--- config.mk ---
export PLATFORM = sky130hd
export DESIGN_NAME = transform_constant_dirty_tracker_unit_flat
export DESIGN_NICKNAME = d
export VERILOG_FILES = /design/src/rtl/tcdt_pkg.sv /design/src/rtl/tcdt_ifs.sv /design/src/rtl/transform_constant_dirty_tracker_unit.sv /design/src/rtl/tcdt_front.sv /design/src/rtl/tcdt_queue.sv /design/src/rtl/tcdt_back.sv /design/src/flat_wrapper.sv
export SDC_FILE = /design/constraint.sdc
export NUM_CORES = 1
export LEC_CHECK = 0
export BUFFER_PORTS_ARGS = -buffer_cell sky130_fd_sc_hd__buf_4
export CAP_MARGIN = 40
export CELL_PAD_IN_SITES_DETAIL_PLACEMENT = 1
export CELL_PAD_IN_SITES_GLOBAL_PLACEMENT = 1
export CORE_UTILIZATION = 45
export CTS_BUF_LIST = sky130_fd_sc_hd__clkbuf_16
export DETAILED_ROUTE_END_ITERATION = 12
export PLACE_DENSITY_LB_ADDON = 0.1
export SKIP_LAST_GASP = 1
export SLEW_MARGIN = 20
export SYNTH_ARGS = -nofsm -noshare
export SYNTH_HDL_FRONTEND = slang
export SYNTH_SLANG_ARGS = --single-unit
--- constraint.sdc ---
create_clock -name clk -period 8.75 [get_ports clk]
set_input_delay 0.875 -clock clk [delete_from_list [all_inputs] [get_ports clk]]
set_output_delay 0.875 -clock clk [all_outputs]
set_load 0.01 [all_outputs]
--- src/rtl/tcdt_pkg.sv ---
// Shared types and constants for the transform constant dirty tracker.
`default_nettype none
package tcdt_pkg;

  // Item kinds
  localparam logic [2:0] KIND_INVAL     = 3'd0;
  localparam logic [2:0] KIND_IDX_A     = 3'd1;
  localparam logic [2:0] KIND_IDX_B     = 3'd2;
  localparam logic [2:0] KIND_MATERIAL  = 3'd3;
  localparam logic [2:0] KIND_VIEWPORT  = 3'd4;
  localparam logic [2:0] KIND_DIRTY_ALL = 3'd5;
  localparam logic [2:0] KIND_COLLECT   = 3'd6;

  // Span value as held internally: covers -1 up to the largest region size.
  typedef logic signed [13:0] span_t;
  localparam span_t SPAN_CLEAN = '1;

  localparam int unsigned POST_SIZE  = 256;
  localparam logic [12:0] TEX_WINDOW = 13'd12;
  localparam int unsigned NUM_RGN    = 3;   // normal, post, light
  localparam int unsigned QDEPTH     = 2;

  // Clipped range against one region
  typedef struct packed {
    logic  hit;
    span_t lo;
    span_t hi;
  } clip_t;

  // Classified item travelling from front to back
  typedef struct packed {
    logic [2:0]          kind;
    logic [12:0]         range_start;
    logic [12:0]         range_end;
    logic [31:0]         index_word;
    logic [1:0]          material_slot;
    clip_t               pos;
    clip_t [NUM_RGN-1:0] rgn;
  } op_t;

endpackage
`default_nettype wire

--- src/rtl/tcdt_ifs.sv ---
// Command and result channel interfaces.
`default_nettype none
interface tcdt_cmd_if;
  logic        valid;
  logic        ready;
  logic [2:0]  kind;
  logic [12:0] range_start;
  logic [12:0] range_end;
  logic [31:0] index_word;
  logic [1:0]  material_slot;

  modport source(output valid, kind, range_start, range_end, index_word, material_slot,
                 input ready);
  modport sink(input valid, kind, range_start, range_end, index_word, material_slot,
               output ready);
endinterface

interface tcdt_res_if;
  logic              valid;
  logic              ready;
  logic signed [9:0] pos_lo;
  logic signed [9:0] pos_hi;
  logic signed [7:0] normal_lo;
  logic signed [7:0] normal_hi;
  logic signed [9:0] post_lo;
  logic signed [9:0] post_hi;
  logic signed [8:0] light_lo;
  logic signed [8:0] light_hi;
  logic [1:0]        tex_dirty;
  logic [3:0]        material_dirty;
  logic              viewport_dirty;
  logic              projection_dirty;

  modport source(output valid, pos_lo, pos_hi, normal_lo, normal_hi, post_lo, post_hi,
                 light_lo, light_hi, tex_dirty, material_dirty, viewport_dirty,
                 projection_dirty, input ready);
  modport sink(input valid, pos_lo, pos_hi, normal_lo, normal_hi, post_lo, post_hi,
               light_lo, light_hi, tex_dirty, material_dirty, viewport_dirty,
               projection_dirty, output ready);
endinterface
`default_nettype wire

--- src/rtl/transform_constant_dirty_tracker_unit.sv ---
// Top level of the transform constant dirty tracker.
// Takes one command transaction per clock while the queue is not full. A
// collect result reaches res by this path: the front clips the range against
// all regions as it accepts, the two-entry queue registers the item on the
// accepting edge, and once the item heads the queue and the output register is
// free, the back loads the result register from the dirty state and clears
// that state. While a result waits in the output register, the back keeps
// applying non-collect items; a collect behind it holds in the queue, and cmd
// drops ready once the queue is full. Command kind 7 is taken and ignored.
`default_nettype none
module transform_constant_dirty_tracker_unit
  import tcdt_pkg::*;
#(
  parameter int unsigned POS_END     = 256,
  parameter int unsigned NORMAL_BASE = 1024,
  parameter int unsigned NORMAL_END  = 1120,
  parameter int unsigned POST_BASE   = 1280,
  parameter int unsigned LIGHT_BASE  = 1536,
  parameter int unsigned LIGHT_END   = 1664
) (
  input wire logic   clk,
  input wire logic   rst,
  tcdt_cmd_if.sink   cmd,
  tcdt_res_if.source res
);

  logic push;
  logic q_full;
  logic pop;
  logic q_valid;
  op_t  wr_op;
  op_t  rd_op;

  tcdt_front #(
    .POS_END     (POS_END),
    .NORMAL_BASE (NORMAL_BASE),
    .NORMAL_END  (NORMAL_END),
    .POST_BASE   (POST_BASE),
    .LIGHT_BASE  (LIGHT_BASE),
    .LIGHT_END   (LIGHT_END)
  ) u_front (
    .cmd    (cmd),
    .q_full (q_full),
    .push   (push),
    .op     (wr_op)
  );

  tcdt_queue u_queue (
    .clk      (clk),
    .rst      (rst),
    .push     (push),
    .wr_op    (wr_op),
    .full     (q_full),
    .pop      (pop),
    .rd_valid (q_valid),
    .rd_op    (rd_op)
  );

  tcdt_back #(
    .POS_END     (POS_END),
    .NORMAL_BASE (NORMAL_BASE),
    .NORMAL_END  (NORMAL_END),
    .LIGHT_BASE  (LIGHT_BASE),
    .LIGHT_END   (LIGHT_END)
  ) u_back (
    .clk     (clk),
    .rst     (rst),
    .q_valid (q_valid),
    .op      (rd_op),
    .pop     (pop),
    .res     (res)
  );

endmodule
`default_nettype wire

--- src/rtl/tcdt_front.sv ---
// Front end: accepts command transactions and clips ranges against every region.
`default_nettype none
module tcdt_front
  import tcdt_pkg::*;
#(
  parameter int unsigned POS_END     = 256,
  parameter int unsigned NORMAL_BASE = 1024,
  parameter int unsigned NORMAL_END  = 1120,
  parameter int unsigned POST_BASE   = 1280,
  parameter int unsigned LIGHT_BASE  = 1536,
  parameter int unsigned LIGHT_END   = 1664
) (
  tcdt_cmd_if.sink cmd,
  input  wire logic q_full,
  output logic      push,
  output op_t       op
);

  localparam logic signed [14:0] PEND  = 15'(POS_END);
  localparam logic signed [14:0] NBASE = 15'(NORMAL_BASE);
  localparam logic signed [14:0] NEND  = 15'(NORMAL_END);
  localparam logic signed [14:0] PBASE = 15'(POST_BASE);
  localparam logic signed [14:0] PLIM  = 15'(POST_BASE + POST_SIZE);
  localparam logic signed [14:0] LBASE = 15'(LIGHT_BASE);
  localparam logic signed [14:0] LEND  = 15'(LIGHT_END);

  function automatic clip_t clip(input logic signed [14:0] s, input logic signed [14:0] e,
                                 input logic signed [14:0] base,
                                 input logic signed [14:0] lim);
    clip_t c;
    logic signed [14:0] lo_w;
    logic signed [14:0] hi_w;
    lo_w  = (s < base) ? 15'sd0 : s - base;
    hi_w  = (e < lim) ? e - base : lim - base;
    c.hit = (s < lim) && (e > base);
    c.lo  = span_t'(lo_w);
    c.hi  = span_t'(hi_w);
    return c;
  endfunction

  logic signed [14:0] s;
  logic signed [14:0] e;

  assign s = $signed({2'b00, cmd.range_start});
  assign e = $signed({2'b00, cmd.range_end});

  assign cmd.ready = !q_full;
  // unused kind is accepted and dropped
  assign push = cmd.valid && !q_full && (cmd.kind <= KIND_COLLECT);

  always_comb begin
    op.kind          = cmd.kind;
    op.range_start   = cmd.range_start;
    op.range_end     = cmd.range_end;
    op.index_word    = cmd.index_word;
    op.material_slot = cmd.material_slot;
    // position region starts at address zero; end compared unclipped in back
    op.pos.hit       = s < PEND;
    op.pos.lo        = span_t'(s);
    op.pos.hi        = (e > PEND) ? span_t'(PEND) : span_t'(e);
    op.rgn[0]        = clip(s, e, NBASE, NEND);
    op.rgn[1]        = clip(s, e, PBASE, PLIM);
    op.rgn[2]        = clip(s, e, LBASE, LEND);
  end

endmodule
`default_nettype wire

--- src/rtl/tcdt_queue.sv ---
// Short queue of classified items between front and back.
`default_nettype none
module tcdt_queue
  import tcdt_pkg::*;
(
  input  wire logic clk,
  input  wire logic rst,
  input  wire logic push,
  input  wire op_t  wr_op,
  output logic      full,
  input  wire logic pop,
  output logic      rd_valid,
  output op_t       rd_op
);

  localparam int PW = $clog2(QDEPTH);
  localparam int CW = $clog2(QDEPTH + 1);

  op_t           slots [QDEPTH];
  logic [PW-1:0] wr_ptr;
  logic [PW-1:0] rd_ptr;
  logic [CW-1:0] count;

  assign full     = count == CW'(QDEPTH);
  assign rd_valid = count != '0;
  assign rd_op    = slots[rd_ptr];

  always_ff @(posedge clk) begin
    if (push) begin
      slots[wr_ptr] <= wr_op;
    end
  end

  always_ff @(posedge clk) begin
    if (rst) begin
      wr_ptr <= '0;
      rd_ptr <= '0;
      count  <= '0;
    end else begin
      if (push) begin
        wr_ptr <= (wr_ptr == PW'(QDEPTH - 1)) ? '0 : wr_ptr + 1'b1;
      end
      if (pop) begin
        rd_ptr <= (rd_ptr == PW'(QDEPTH - 1)) ? '0 : rd_ptr + 1'b1;
      end
      count <= count + CW'(push) - CW'(pop);
    end
  end

endmodule
`default_nettype wire

--- src/rtl/tcdt_back.sv ---
// Back end: dirty state, span merging, and the registered collect result.
`default_nettype none
module tcdt_back
  import tcdt_pkg::*;
#(
  parameter int unsigned POS_END     = 256,
  parameter int unsigned NORMAL_BASE = 1024,
  parameter int unsigned NORMAL_END  = 1120,
  parameter int unsigned LIGHT_BASE  = 1536,
  parameter int unsigned LIGHT_END   = 1664
) (
  input  wire logic clk,
  input  wire logic rst,
  input  wire logic q_valid,
  input  wire op_t  op,
  output logic      pop,
  tcdt_res_if.source res
);

  localparam span_t FULL_POS    = span_t'(POS_END);
  localparam span_t FULL_NORMAL = span_t'(int'(NORMAL_END) - int'(NORMAL_BASE));
  localparam span_t FULL_POST   = span_t'(POST_SIZE);
  localparam span_t FULL_LIGHT  = span_t'(int'(LIGHT_END) - int'(LIGHT_BASE));

  function automatic logic near_one(input logic [12:0] s, input logic [5:0] idx);
    logic [12:0] a;
    a = {5'b0, idx, 2'b00};
    return (s >= a) && (s < a + TEX_WINDOW);
  endfunction

  logic [31:0] index_a, index_a_next;
  logic [31:0] index_b, index_b_next;
  span_t       span_lo [4];
  span_t       span_hi [4];
  span_t       span_lo_next [4];
  span_t       span_hi_next [4];
  logic [1:0]  tex_flags, tex_flags_next;
  logic [3:0]  material_flags, material_flags_next;
  logic        viewport_flag, viewport_flag_next;
  logic        projection_flag, projection_flag_next;
  logic        res_valid;
  logic        is_collect;
  logic        near_a;
  logic        near_b;

  assign is_collect = op.kind == KIND_COLLECT;
  assign pop        = q_valid && (!is_collect || !res_valid || res.ready);
  assign res.valid  = res_valid;

  always_comb begin
    near_a = 1'b0;
    near_b = 1'b0;
    for (int k = 0; k < 4; k++) begin
      near_a = near_a | near_one(op.range_start, index_a[6 + 6*k +: 6]);
      near_b = near_b | near_one(op.range_start, index_b[6*k +: 6]);
    end
  end

  always_comb begin
    index_a_next         = index_a;
    index_b_next         = index_b;
    span_lo_next         = span_lo;
    span_hi_next         = span_hi;
    tex_flags_next       = tex_flags;
    material_flags_next  = material_flags;
    viewport_flag_next   = viewport_flag;
    projection_flag_next = projection_flag;
    if (pop) begin
      case (op.kind)
        KIND_INVAL: begin
          tex_flags_next = tex_flags | {near_b, near_a};
          if (op.pos.hit) begin
            if (span_lo[0] == SPAN_CLEAN) begin
              span_lo_next[0] = op.pos.lo;
              span_hi_next[0] = op.pos.hi;
            end else begin
              if (span_lo[0] > op.pos.lo) span_lo_next[0] = op.pos.lo;
              // grows against the unclipped end
              if ({span_hi[0][13], span_hi[0]} < $signed({2'b00, op.range_end})) begin
                span_hi_next[0] = op.pos.hi;
              end
            end
          end
          for (int r = 0; r < NUM_RGN; r++) begin
            if (op.rgn[r].hit) begin
              if (span_lo[r+1] == SPAN_CLEAN) begin
                span_lo_next[r+1] = op.rgn[r].lo;
                span_hi_next[r+1] = op.rgn[r].hi;
              end else begin
                if (span_lo[r+1] > op.rgn[r].lo) span_lo_next[r+1] = op.rgn[r].lo;
                if (span_hi[r+1] < op.rgn[r].hi) span_hi_next[r+1] = op.rgn[r].hi;
              end
            end
          end
        end
        KIND_IDX_A: begin
          if (index_a != op.index_word) begin
            tex_flags_next[0] = 1'b1;
            index_a_next      = op.index_word;
          end
        end
        KIND_IDX_B: begin
          if (index_b != op.index_word) begin
            tex_flags_next[1] = 1'b1;
            index_b_next      = op.index_word;
          end
        end
        KIND_MATERIAL: begin
          material_flags_next = material_flags | (4'b0001 << op.material_slot);
        end
        KIND_VIEWPORT: begin
          viewport_flag_next = 1'b1;
        end
        KIND_DIRTY_ALL: begin
          span_lo_next         = '{4{14'sd0}};
          span_hi_next         = '{FULL_POS, FULL_NORMAL, FULL_POST, FULL_LIGHT};
          tex_flags_next       = 2'b11;
          material_flags_next  = 4'hF;
          projection_flag_next = 1'b1;
        end
        KIND_COLLECT: begin
          span_lo_next         = '{4{SPAN_CLEAN}};
          span_hi_next         = '{4{SPAN_CLEAN}};
          tex_flags_next       = '0;
          material_flags_next  = '0;
          viewport_flag_next   = 1'b0;
          projection_flag_next = 1'b0;
        end
        default: begin
        end
      endcase
    end
  end

  always_ff @(posedge clk) begin
    if (rst) begin
      index_a         <= '0;
      index_b         <= '0;
      span_lo         <= '{4{14'sd0}};
      span_hi         <= '{FULL_POS, FULL_NORMAL, FULL_POST, FULL_LIGHT};
      tex_flags       <= 2'b11;
      material_flags  <= 4'hF;
      viewport_flag   <= 1'b0;
      projection_flag <= 1'b1;
    end else begin
      index_a         <= index_a_next;
      index_b         <= index_b_next;
      span_lo         <= span_lo_next;
      span_hi         <= span_hi_next;
      tex_flags       <= tex_flags_next;
      material_flags  <= material_flags_next;
      viewport_flag   <= viewport_flag_next;
      projection_flag <= projection_flag_next;
    end
  end

  // Result register
  always_ff @(posedge clk) begin
    if (rst) begin
      res_valid <= 1'b0;
    end else if (pop && is_collect) begin
      res_valid <= 1'b1;
    end else if (res.ready) begin
      res_valid <= 1'b0;
    end
  end

  always_ff @(posedge clk) begin
    if (pop && is_collect) begin
      res.pos_lo           <= span_lo[0][9:0];
      res.pos_hi           <= span_hi[0][9:0];
      res.normal_lo        <= span_lo[1][7:0];
      res.normal_hi        <= span_hi[1][7:0];
      res.post_lo          <= span_lo[2][9:0];
      res.post_hi          <= span_hi[2][9:0];
      res.light_lo         <= span_lo[3][8:0];
      res.light_hi         <= span_hi[3][8:0];
      res.tex_dirty        <= tex_flags;
      res.material_dirty   <= material_flags;
      res.viewport_dirty   <= viewport_flag;
      res.projection_dirty <= projection_flag;
    end
  end

endmodule
`default_nettype wire

--- src/flat_wrapper.sv ---
// flat-port wrapper written by rule: the top's interface ports become plain ports
module transform_constant_dirty_tracker_unit_flat import tcdt_pkg::*;
#(
  parameter int unsigned POS_END     = 256,
  parameter int unsigned NORMAL_BASE = 1024,
  parameter int unsigned NORMAL_END  = 1120,
  parameter int unsigned POST_BASE   = 1280,
  parameter int unsigned LIGHT_BASE  = 1536,
  parameter int unsigned LIGHT_END   = 1664
)
  (clk, rst, cmd_valid, cmd_kind, cmd_range_start, cmd_range_end, cmd_index_word, cmd_material_slot, cmd_ready, res_valid, res_pos_lo, res_pos_hi, res_normal_lo, res_normal_hi, res_post_lo, res_post_hi, res_light_lo, res_light_hi, res_tex_dirty, res_material_dirty, res_viewport_dirty, res_projection_dirty, res_ready);
  tcdt_cmd_if cmd_i ();
  tcdt_res_if res_i ();
  input wire logic clk;
  input wire logic rst;
  input wire logic [$bits(cmd_i.valid)-1:0] cmd_valid;
  input wire logic [$bits(cmd_i.kind)-1:0] cmd_kind;
  input wire logic [$bits(cmd_i.range_start)-1:0] cmd_range_start;
  input wire logic [$bits(cmd_i.range_end)-1:0] cmd_range_end;
  input wire logic [$bits(cmd_i.index_word)-1:0] cmd_index_word;
  input wire logic [$bits(cmd_i.material_slot)-1:0] cmd_material_slot;
  output wire logic [$bits(cmd_i.ready)-1:0] cmd_ready;
  output wire logic [$bits(res_i.valid)-1:0] res_valid;
  output wire logic [$bits(res_i.pos_lo)-1:0] res_pos_lo;
  output wire logic [$bits(res_i.pos_hi)-1:0] res_pos_hi;
  output wire logic [$bits(res_i.normal_lo)-1:0] res_normal_lo;
  output wire logic [$bits(res_i.normal_hi)-1:0] res_normal_hi;
  output wire logic [$bits(res_i.post_lo)-1:0] res_post_lo;
  output wire logic [$bits(res_i.post_hi)-1:0] res_post_hi;
  output wire logic [$bits(res_i.light_lo)-1:0] res_light_lo;
  output wire logic [$bits(res_i.light_hi)-1:0] res_light_hi;
  output wire logic [$bits(res_i.tex_dirty)-1:0] res_tex_dirty;
  output wire logic [$bits(res_i.material_dirty)-1:0] res_material_dirty;
  output wire logic [$bits(res_i.viewport_dirty)-1:0] res_viewport_dirty;
  output wire logic [$bits(res_i.projection_dirty)-1:0] res_projection_dirty;
  input wire logic [$bits(res_i.ready)-1:0] res_ready;
  assign cmd_i.valid = cmd_valid;
  assign cmd_i.kind = cmd_kind;
  assign cmd_i.range_start = cmd_range_start;
  assign cmd_i.range_end = cmd_range_end;
  assign cmd_i.index_word = cmd_index_word;
  assign cmd_i.material_slot = cmd_material_slot;
  assign cmd_ready = cmd_i.ready;
  assign res_valid = res_i.valid;
  assign res_pos_lo = res_i.pos_lo;
  assign res_pos_hi = res_i.pos_hi;
  assign res_normal_lo = res_i.normal_lo;
  assign res_normal_hi = res_i.normal_hi;
  assign res_post_lo = res_i.post_lo;
  assign res_post_hi = res_i.post_hi;
  assign res_light_lo = res_i.light_lo;
  assign res_light_hi = res_i.light_hi;
  assign res_tex_dirty = res_i.tex_dirty;
  assign res_material_dirty = res_i.material_dirty;
  assign res_viewport_dirty = res_i.viewport_dirty;
  assign res_projection_dirty = res_i.projection_dirty;
  assign res_i.ready = res_ready;
  transform_constant_dirty_tracker_unit #(.POS_END(POS_END), .NORMAL_BASE(NORMAL_BASE), .NORMAL_END(NORMAL_END), .POST_BASE(POST_BASE), .LIGHT_BASE(LIGHT_BASE), .LIGHT_END(LIGHT_END)) u_core (.clk(clk), .rst(rst), .cmd(cmd_i), .res(res_i));
endmodule
==> reports/qor.csv, run 1 <==
metric,value,unit
WP data arrival,5450,ps
CP bufs+invs,3,
Initial Util,45.50,%
Setup WS post-layout,3762,ps
initial antenna violation count,1,
pwr dens,302.7,nW/um^2
CTS Hold Bufs,0,
met2 Track Usage GR,41.43,%
"top cells by count, synth","edfxtp_1 (410), mux2i_1 (243), ha_1 (236)",
Setup Buffers After CTS,0,
crit-path max FO,112,
Yosys warnings,0,
CTS root buf,clkbuf_16,
endpoints failing hold,0,
RSZ-0062 raised after global routing,no,
crit share post-route,57.01,%
CTS tree,done,
Die H,257.3,um
"Seq/Total Area, Yosys",54.95,%
multi-input logic area,12250,sq um
Setup TNS,0,ps
Num CTS Buffers,69,
DP Wirelength,54880,um
# Max-Cap Violations,0,
worst min-delay path class,reg2reg,
drt wl/cell,23.43,um
Iteration-0 DRC Markers,1025,
core area,64460,sq um
Rel. slew slack,23.49,%
die footprint,66200,sq um
PortBufs,150,
Tot Pwr,0.01022,W
first-pass GRT wire length,123700,um
CP Cell Sequence,buf_12 -> buf_4 -> buf_16 -> mux2i_1 -> ha_1 -> a21o_1 -> a21o_1 -> a2111oi_0 -> o41ai_1 -> nand2_1 -> mux2i_1 -> nor2_1,
"Design Area, Final",33760,sq um
vias in the first global route,20700,
Max VDD drop,0.2043,mV
Area after DPL,31440,sq um
met3 Track Usage GR,3.684,%
GPL Wtd Cong,0.8415,
FILL cells,6618,
Worst EP required,9220,ps
number of diodes,0,
Reg area,16120,sq um
"area leader, netlist",edfxtp_1,
Worst Skew,11.48,ps
Area growth syn-to-layout,15.12,%
Top Usage Layer GRT,met2,
Worst Tran Pin Value,1148,ps
Max stage delay on crit path,790,ps
"FF+latch count, synth",600,
Pleak,13.11,nW
Post-Syn Area,29330,sq um
"delay-heaviest family, CP",buffers and inverters,
Routed Antenna Nets,0,
Min Hold Slack,437.5,ps
"FFs w/ async S/R, synth",0,%
largest net degree at the start of global routing,153,
outcome,completed,
Rows,93,
CP Capture Type,flop,
post_cts resized,0,
endpoints failing setup,0,
routed wire length,80780,um
Crit-path slowest cell,dfxtp_4,
Setup crit start kind,flop,
Max Buffers Root-to-Sink,3,
M1 GR Usage,31.67,%
latest clock arrival within the worst-skew pair,600,ps
DR vias/cell,5.673,
top cell type's share of synthesized area,41.98,%
"EDFF count, synth",410,
fmax,200.5,MHz
Yosys cell types,70,
pre-CTS WS,3737,ps
Clock Pin Slew Worst Setup and Hold Paths,60,ps
total grt overflow,0,
critical path type,reg2reg,
"Primary FF master, synth",edfxtp_1,
Overall Global Routing Usage,24.38,%
Synth area leaders,"edfxtp_1 (42%), dfxtp_1 (13%), ha_1 (10%)",
syn_area_per_cell,12.29,sq um
Syn Inst Count,2386,
Final min period,4988,ps
Die Wd,257.3,um
drt pass-1 iters,5,
fin nets,2841,
layout cell share with drive strength beyond 1,13.31,%
Slew Limit Fails,0,
clock sink total,600,
vias post-DR,19560,
# IOs,151,
H-tree level count,3,
cell with the most instances after synthesis,edfxtp_1,
DRC errors left,0,
layer usage:
layer	share of wire (%)	wire (um)
met5	0	0
met4	3.3	2692
met3	3.7	2980
met2	49	39400
met1	44	35710
final cells by class:
type / count / share of cell area, %
Timing Repair Buffer: 184 / 4.636
Sequential cell: 600 / 47.74
Clock inverter: 55 / 1.427
Tap cell: 855 / 3.168
Multi-Input combinational cell: 1550 / 36.28
Inverter: 133 / 1.486
Clock buffer: 71 / 5.262
cell usage in the layout (no fill, tap or decap), drive strengths merged, types with 8 or more instances in the layout:
master | Yosys | layout
a211oi | 90 | 90
a21o | 39 | 39
a21oi | 66 | 66
and2 | 28 | 28
and3 | 27 | 27
buf | 44 | 182
bufinv | 0 | 8
clkbuf | 60 | 72
clkinv | 0 | 29
dfxtp | 190 | 190
edfxtp | 410 | 410
ha | 236 | 236
inv | 133 | 149
mux2 | 42 | 42
mux2i | 244 | 244
nand2 | 44 | 44
nand2b | 11 | 11
nand3 | 19 | 19
nand4 | 35 | 35
nor2 | 206 | 206
nor2b | 39 | 39
nor3 | 24 | 24
nor4 | 30 | 30
o2111a | 29 | 29
o21a | 8 | 8
o21ai | 121 | 121
xnor2 | 93 | 93
xor2 | 12 | 12
state kept, by name (all words and copies together) (netlist names), 4 cells and up, named ones only:
register	flops
u_core.u_back.res.normal_lo	8
u_core.u_back.span_lo	56
u_core.u_queue.slots	328
u_core.u_back.index_b	32
u_core.u_back.res.normal_hi	8
u_core.u_back.res.post_hi	10
u_core.u_back.index_a	32
u_core.u_back.res.pos_hi	10
u_core.u_back.res.post_lo	10
u_core.u_back.res.material_dirty	4
u_core.u_back.res.light_lo	9
u_core.u_back.res.light_hi	9
u_core.u_back.span_hi	56
u_core.u_back.material_flags	4
u_core.u_back.res.pos_lo	10
kinds of logic after synthesis:
kind of cell,share of synthesized area (%)
AOI/OAI and AO/OA,10.15
xor gates and xnor gates,3.136
adders and majority gates,10.07
buffers and inverters,3.443
DFF,54.95
muxes,9.982
other,0.01279
and+or+nand+nor,8.259
path summary, 6_finish.rpt:
kind	start	endpoint	slack, ps	cells past startpoint
hold / removal	u_core.u_back.projection_flag	u_core.u_back.res.projection_dirty	440	0
setup reg to reg	flop	u_core.u_back.span_lo[47]	3760	12
setup / recovery	flop	u_core.u_back.span_lo[47]	3760	12
hold reg to reg	u_core.u_back.projection_flag	u_core.u_back.res.projection_dirty	440	0
stage by stage:
step,util (%),std cells
2_1_floorplan,-,2387
4_1_cts,52.27,3444
3_3_place_gp,48.48,3307
3_5_place_dp,48.77,3318
6_report,52.38,3448
5_1_grt,52.38,3448
worst reg2reg max path: stages, from the launching register on:
cell	delay [ps]
dfxtp_4	790
buf_12	500
buf_4	810
buf_16	310
mux2i_1	280
ha_1	270
a21o_1	180
a21o_1	190
a2111oi_0	400
o41ai_1	150
nand2_1	640
mux2i_1	290
nor2_1	60
report_power, final:
group / internal [W] / switching (W) / total [W]
registers: 0.00355 / 0.000325 / 0.00388
clock network: 0.00171 / 0.00118 / 0.00290
logic: 0.00141 / 0.00204 / 0.00345
(Power assumes the default switching activity.)
==> run 2, diff against run 1 <==
- clock period: 8.75 -> 5.1 ns (I/O delays scaled with it)
==> run 2 against run 1 <==
  * Flip-flop and latch count stayed put
  * First-iteration DRC count is 3.6% higher
  * Hold slack worse by 350 ps
  * Core utilization is 0.16 points lower
  * Via count hardly changed
  * Sequential power is 71% higher
  * Clock power is 62% higher
  * Design area is 0.31% lower
  * Non-clock buffer count is 7 higher
  * Die area stayed put
  * Critical path depth stayed put
  * Critical endpoint is now u_core.u_back.span_lo[39]
  * Highest routed layer unchanged
==> reports/qor.csv, run 2 (synthesis gave the netlist of run 1 again) <==
metric,value,unit,change
Area after DPL,31500,sq um,"was 31,440 sq um"
Routed Antenna Nets,0,,unchanged
GPL Wtd Cong,0.8878,,was 0.8415
Tot Pwr,0.01727,W,was 0.01022 W
RSZ-0062 raised after global routing,no,,unchanged
initial antenna violation count,3,,was 1
routed wire length,79950,um,"was 80,780 um"
WP data arrival,4800,ps,was 5450 ps
Setup crit start kind,flop,,unchanged
CP Capture Type,flop,,unchanged
Rows,93,,unchanged
Area growth syn-to-layout,14.76,%,was 15.12%
# IOs,151,,unchanged
Pleak,13.08,nW,was 13.11 nW
Die Wd,257.3,um,unchanged
Setup WS post-layout,802.3,ps,was 3762 ps
Rel. slew slack,41.33,%,was 23.49%
largest net degree at the start of global routing,130,,was 153
post_cts resized,0,,unchanged
crit share post-route,84.27,%,was 57.01%
Worst Skew,15.91,ps,was 11.48 ps
vias post-DR,19580,,"was 19,560"
crit-path max FO,66,,was 112
drt pass-1 iters,5,,unchanged
H-tree level count,3,,unchanged
core area,64460,sq um,unchanged
most common library cell in the layout ignoring fill and taps,edfxtp_1,,unchanged
Final min period,4298,ps,was 4988 ps
register-to-register setup slack,800,ps,was 3760 ps
# Max-Cap Violations,0,,unchanged
Num CTS Buffers,69,,unchanged
DRC errors left,0,,unchanged
endpoints failing setup,0,,unchanged
DR vias/cell,5.665,,was 5.673
fmax,232.7,MHz,was 200.5 MHz
Worst Tran Pin Value,880.1,ps,was 1148 ps
Die H,257.3,um,unchanged
Max VDD drop,0.2651,mV,was 0.2043 mV
Regs by FF count,"u_core.u_queue.slots: 328 flops, u_core.u_back.span_hi: 56 flops, u_core.u_back.span_lo: 56 flops",,unchanged
drt wl/cell,23.13,um,was 23.43 um
Largest register FFs,328,,unchanged
most frequent cells in the layout,"edfxtp_1 (410), mux2i_1 (242), ha_1 (236), nor2_1 (203), dfxtp_1 (189)",,unchanged
critical path type,reg2reg,,unchanged
Overall Global Routing Usage,24.20,%,was 24.38%
outcome,completed,,unchanged
Iteration-0 DRC Markers,1062,,"was 1,025"
pwr dens,513.0,nW/um^2,was 302.7 nW/um^2
pre-CTS WS,885.3,ps,was 3737 ps
layout cell share with drive strength beyond 1,13.46,%,was 13.31%
worst min-delay path class,in2reg,,was reg2reg
die footprint,66200,sq um,unchanged
first-pass GRT wire length,123300,um,"was 123,700 um"
Max Buffers Root-to-Sink,3,,unchanged
CTS root buf,clkbuf_16,,unchanged
Biggest register,u_core.u_queue.slots,,unchanged
endpoints failing hold,0,,unchanged
FILL cells,6604,,"was 6,618"
Clock Pin Slew Worst Setup and Hold Paths,60,ps,about the same
"Design Area, Final",33660,sq um,"was 33,760 sq um"
DP Wirelength,55100,um,"was 54,880 um"
latest clock arrival within the worst-skew pair,610,ps,was 600 ps
Initial Util,45.50,%,unchanged
clock sink total,600,,unchanged
PortBufs,150,,unchanged
CTS tree,done,,unchanged
total grt overflow,0,,unchanged
Worst EP required,5610,ps,was 9220 ps
Setup Buffers After CTS,0,,unchanged
fin nets,2848,,"was 2,841"
vias in the first global route,21000,,"was 20,700"
CTS Hold Bufs,0,,unchanged
Slew Limit Fails,0,,unchanged
run 2: changes by cell type in the layout (fill, tap and decap cells not counted), moves of 2 or more:
cell       change
buf_4         +11
buf_12         +5
clkinv_2       +5
buf_16         -4
bufinv_16      -4
clkinv_8       +3
buf_8          -2
clkinv_1       +2
clkinv_4       -2
inv_6          -2
run 2: area by class of cell:
class	instances	area (sq um)	share of cell area, %
Antenna cell	1	2.502	0.007434
Clock buffer	70	1752	5.204
Clock inverter	56	387.9	1.152
Inverter	133	501.7	1.491
Multi-Input combinational cell	1550	12250	36.39
Sequential cell	600	16120	47.89
Tap cell	855	1070	3.178
Timing Repair Buffer	191	1578	4.687
run 2: where the power goes:
part	internal, W	switching [W]	leakage [nW]
sequential	0.00609	0.000540	5.35
clock	0.00270	0.00201	1.10
combinational	0.00241	0.00351	6.63
total	0.0112	0.00606	13.1
run 2: final timing paths:
| check | start | cells after the start | endpoint |
|---|---|---|---|
| worst max-delay path | flop | 12 | u_core.u_back.span_lo[39] |
| worst min-delay path | cmd_index_word[26] | 1 | u_core.u_queue.slots[0][142] |
| worst max register to register | flop | 12 | u_core.u_back.span_lo[39] |
| worst min register to register | u_core.u_back.projection_flag | 0 | u_core.u_back.res.projection_dirty |
run 2: stage by stage:
stage          utilization, %  cells  setup TNS (ps)  hold WS [ps]
2_1_floorplan               -   2387         -131220         408.1
3_3_place_gp            48.72   3321               0         415.2
3_5_place_dp            48.87   3328               0         421.0
4_1_cts                 52.19   3454               0         61.47
5_1_grt                 52.21   3456               0         62.41
6_report                52.21   3456               0         87.39
run 2: worst max-delay path: stages (launching register included):
cell      delay (ps)
dfxtp_4          740
buf_12           460
mux2i_1          380
ha_1             310
a21o_1           190
a21oi_1          170
o221ai_1         140
a21oi_1          220
nor2_1            60
o31ai_1          400
buf_4            300
nand2_1          370
a211oi_1         390
run 2: metal layers:
layer / GRT usage [%] / up-vias / share of wire (%)
met5: 0 / - / 0
met4: 8.432 / 0 / 3.1
met3: 3.526 / 134 / 3.6
met2: 42.10 / 315 / 50
met1: 30.60 / 9913 / 44
li1: - / 9216 / -
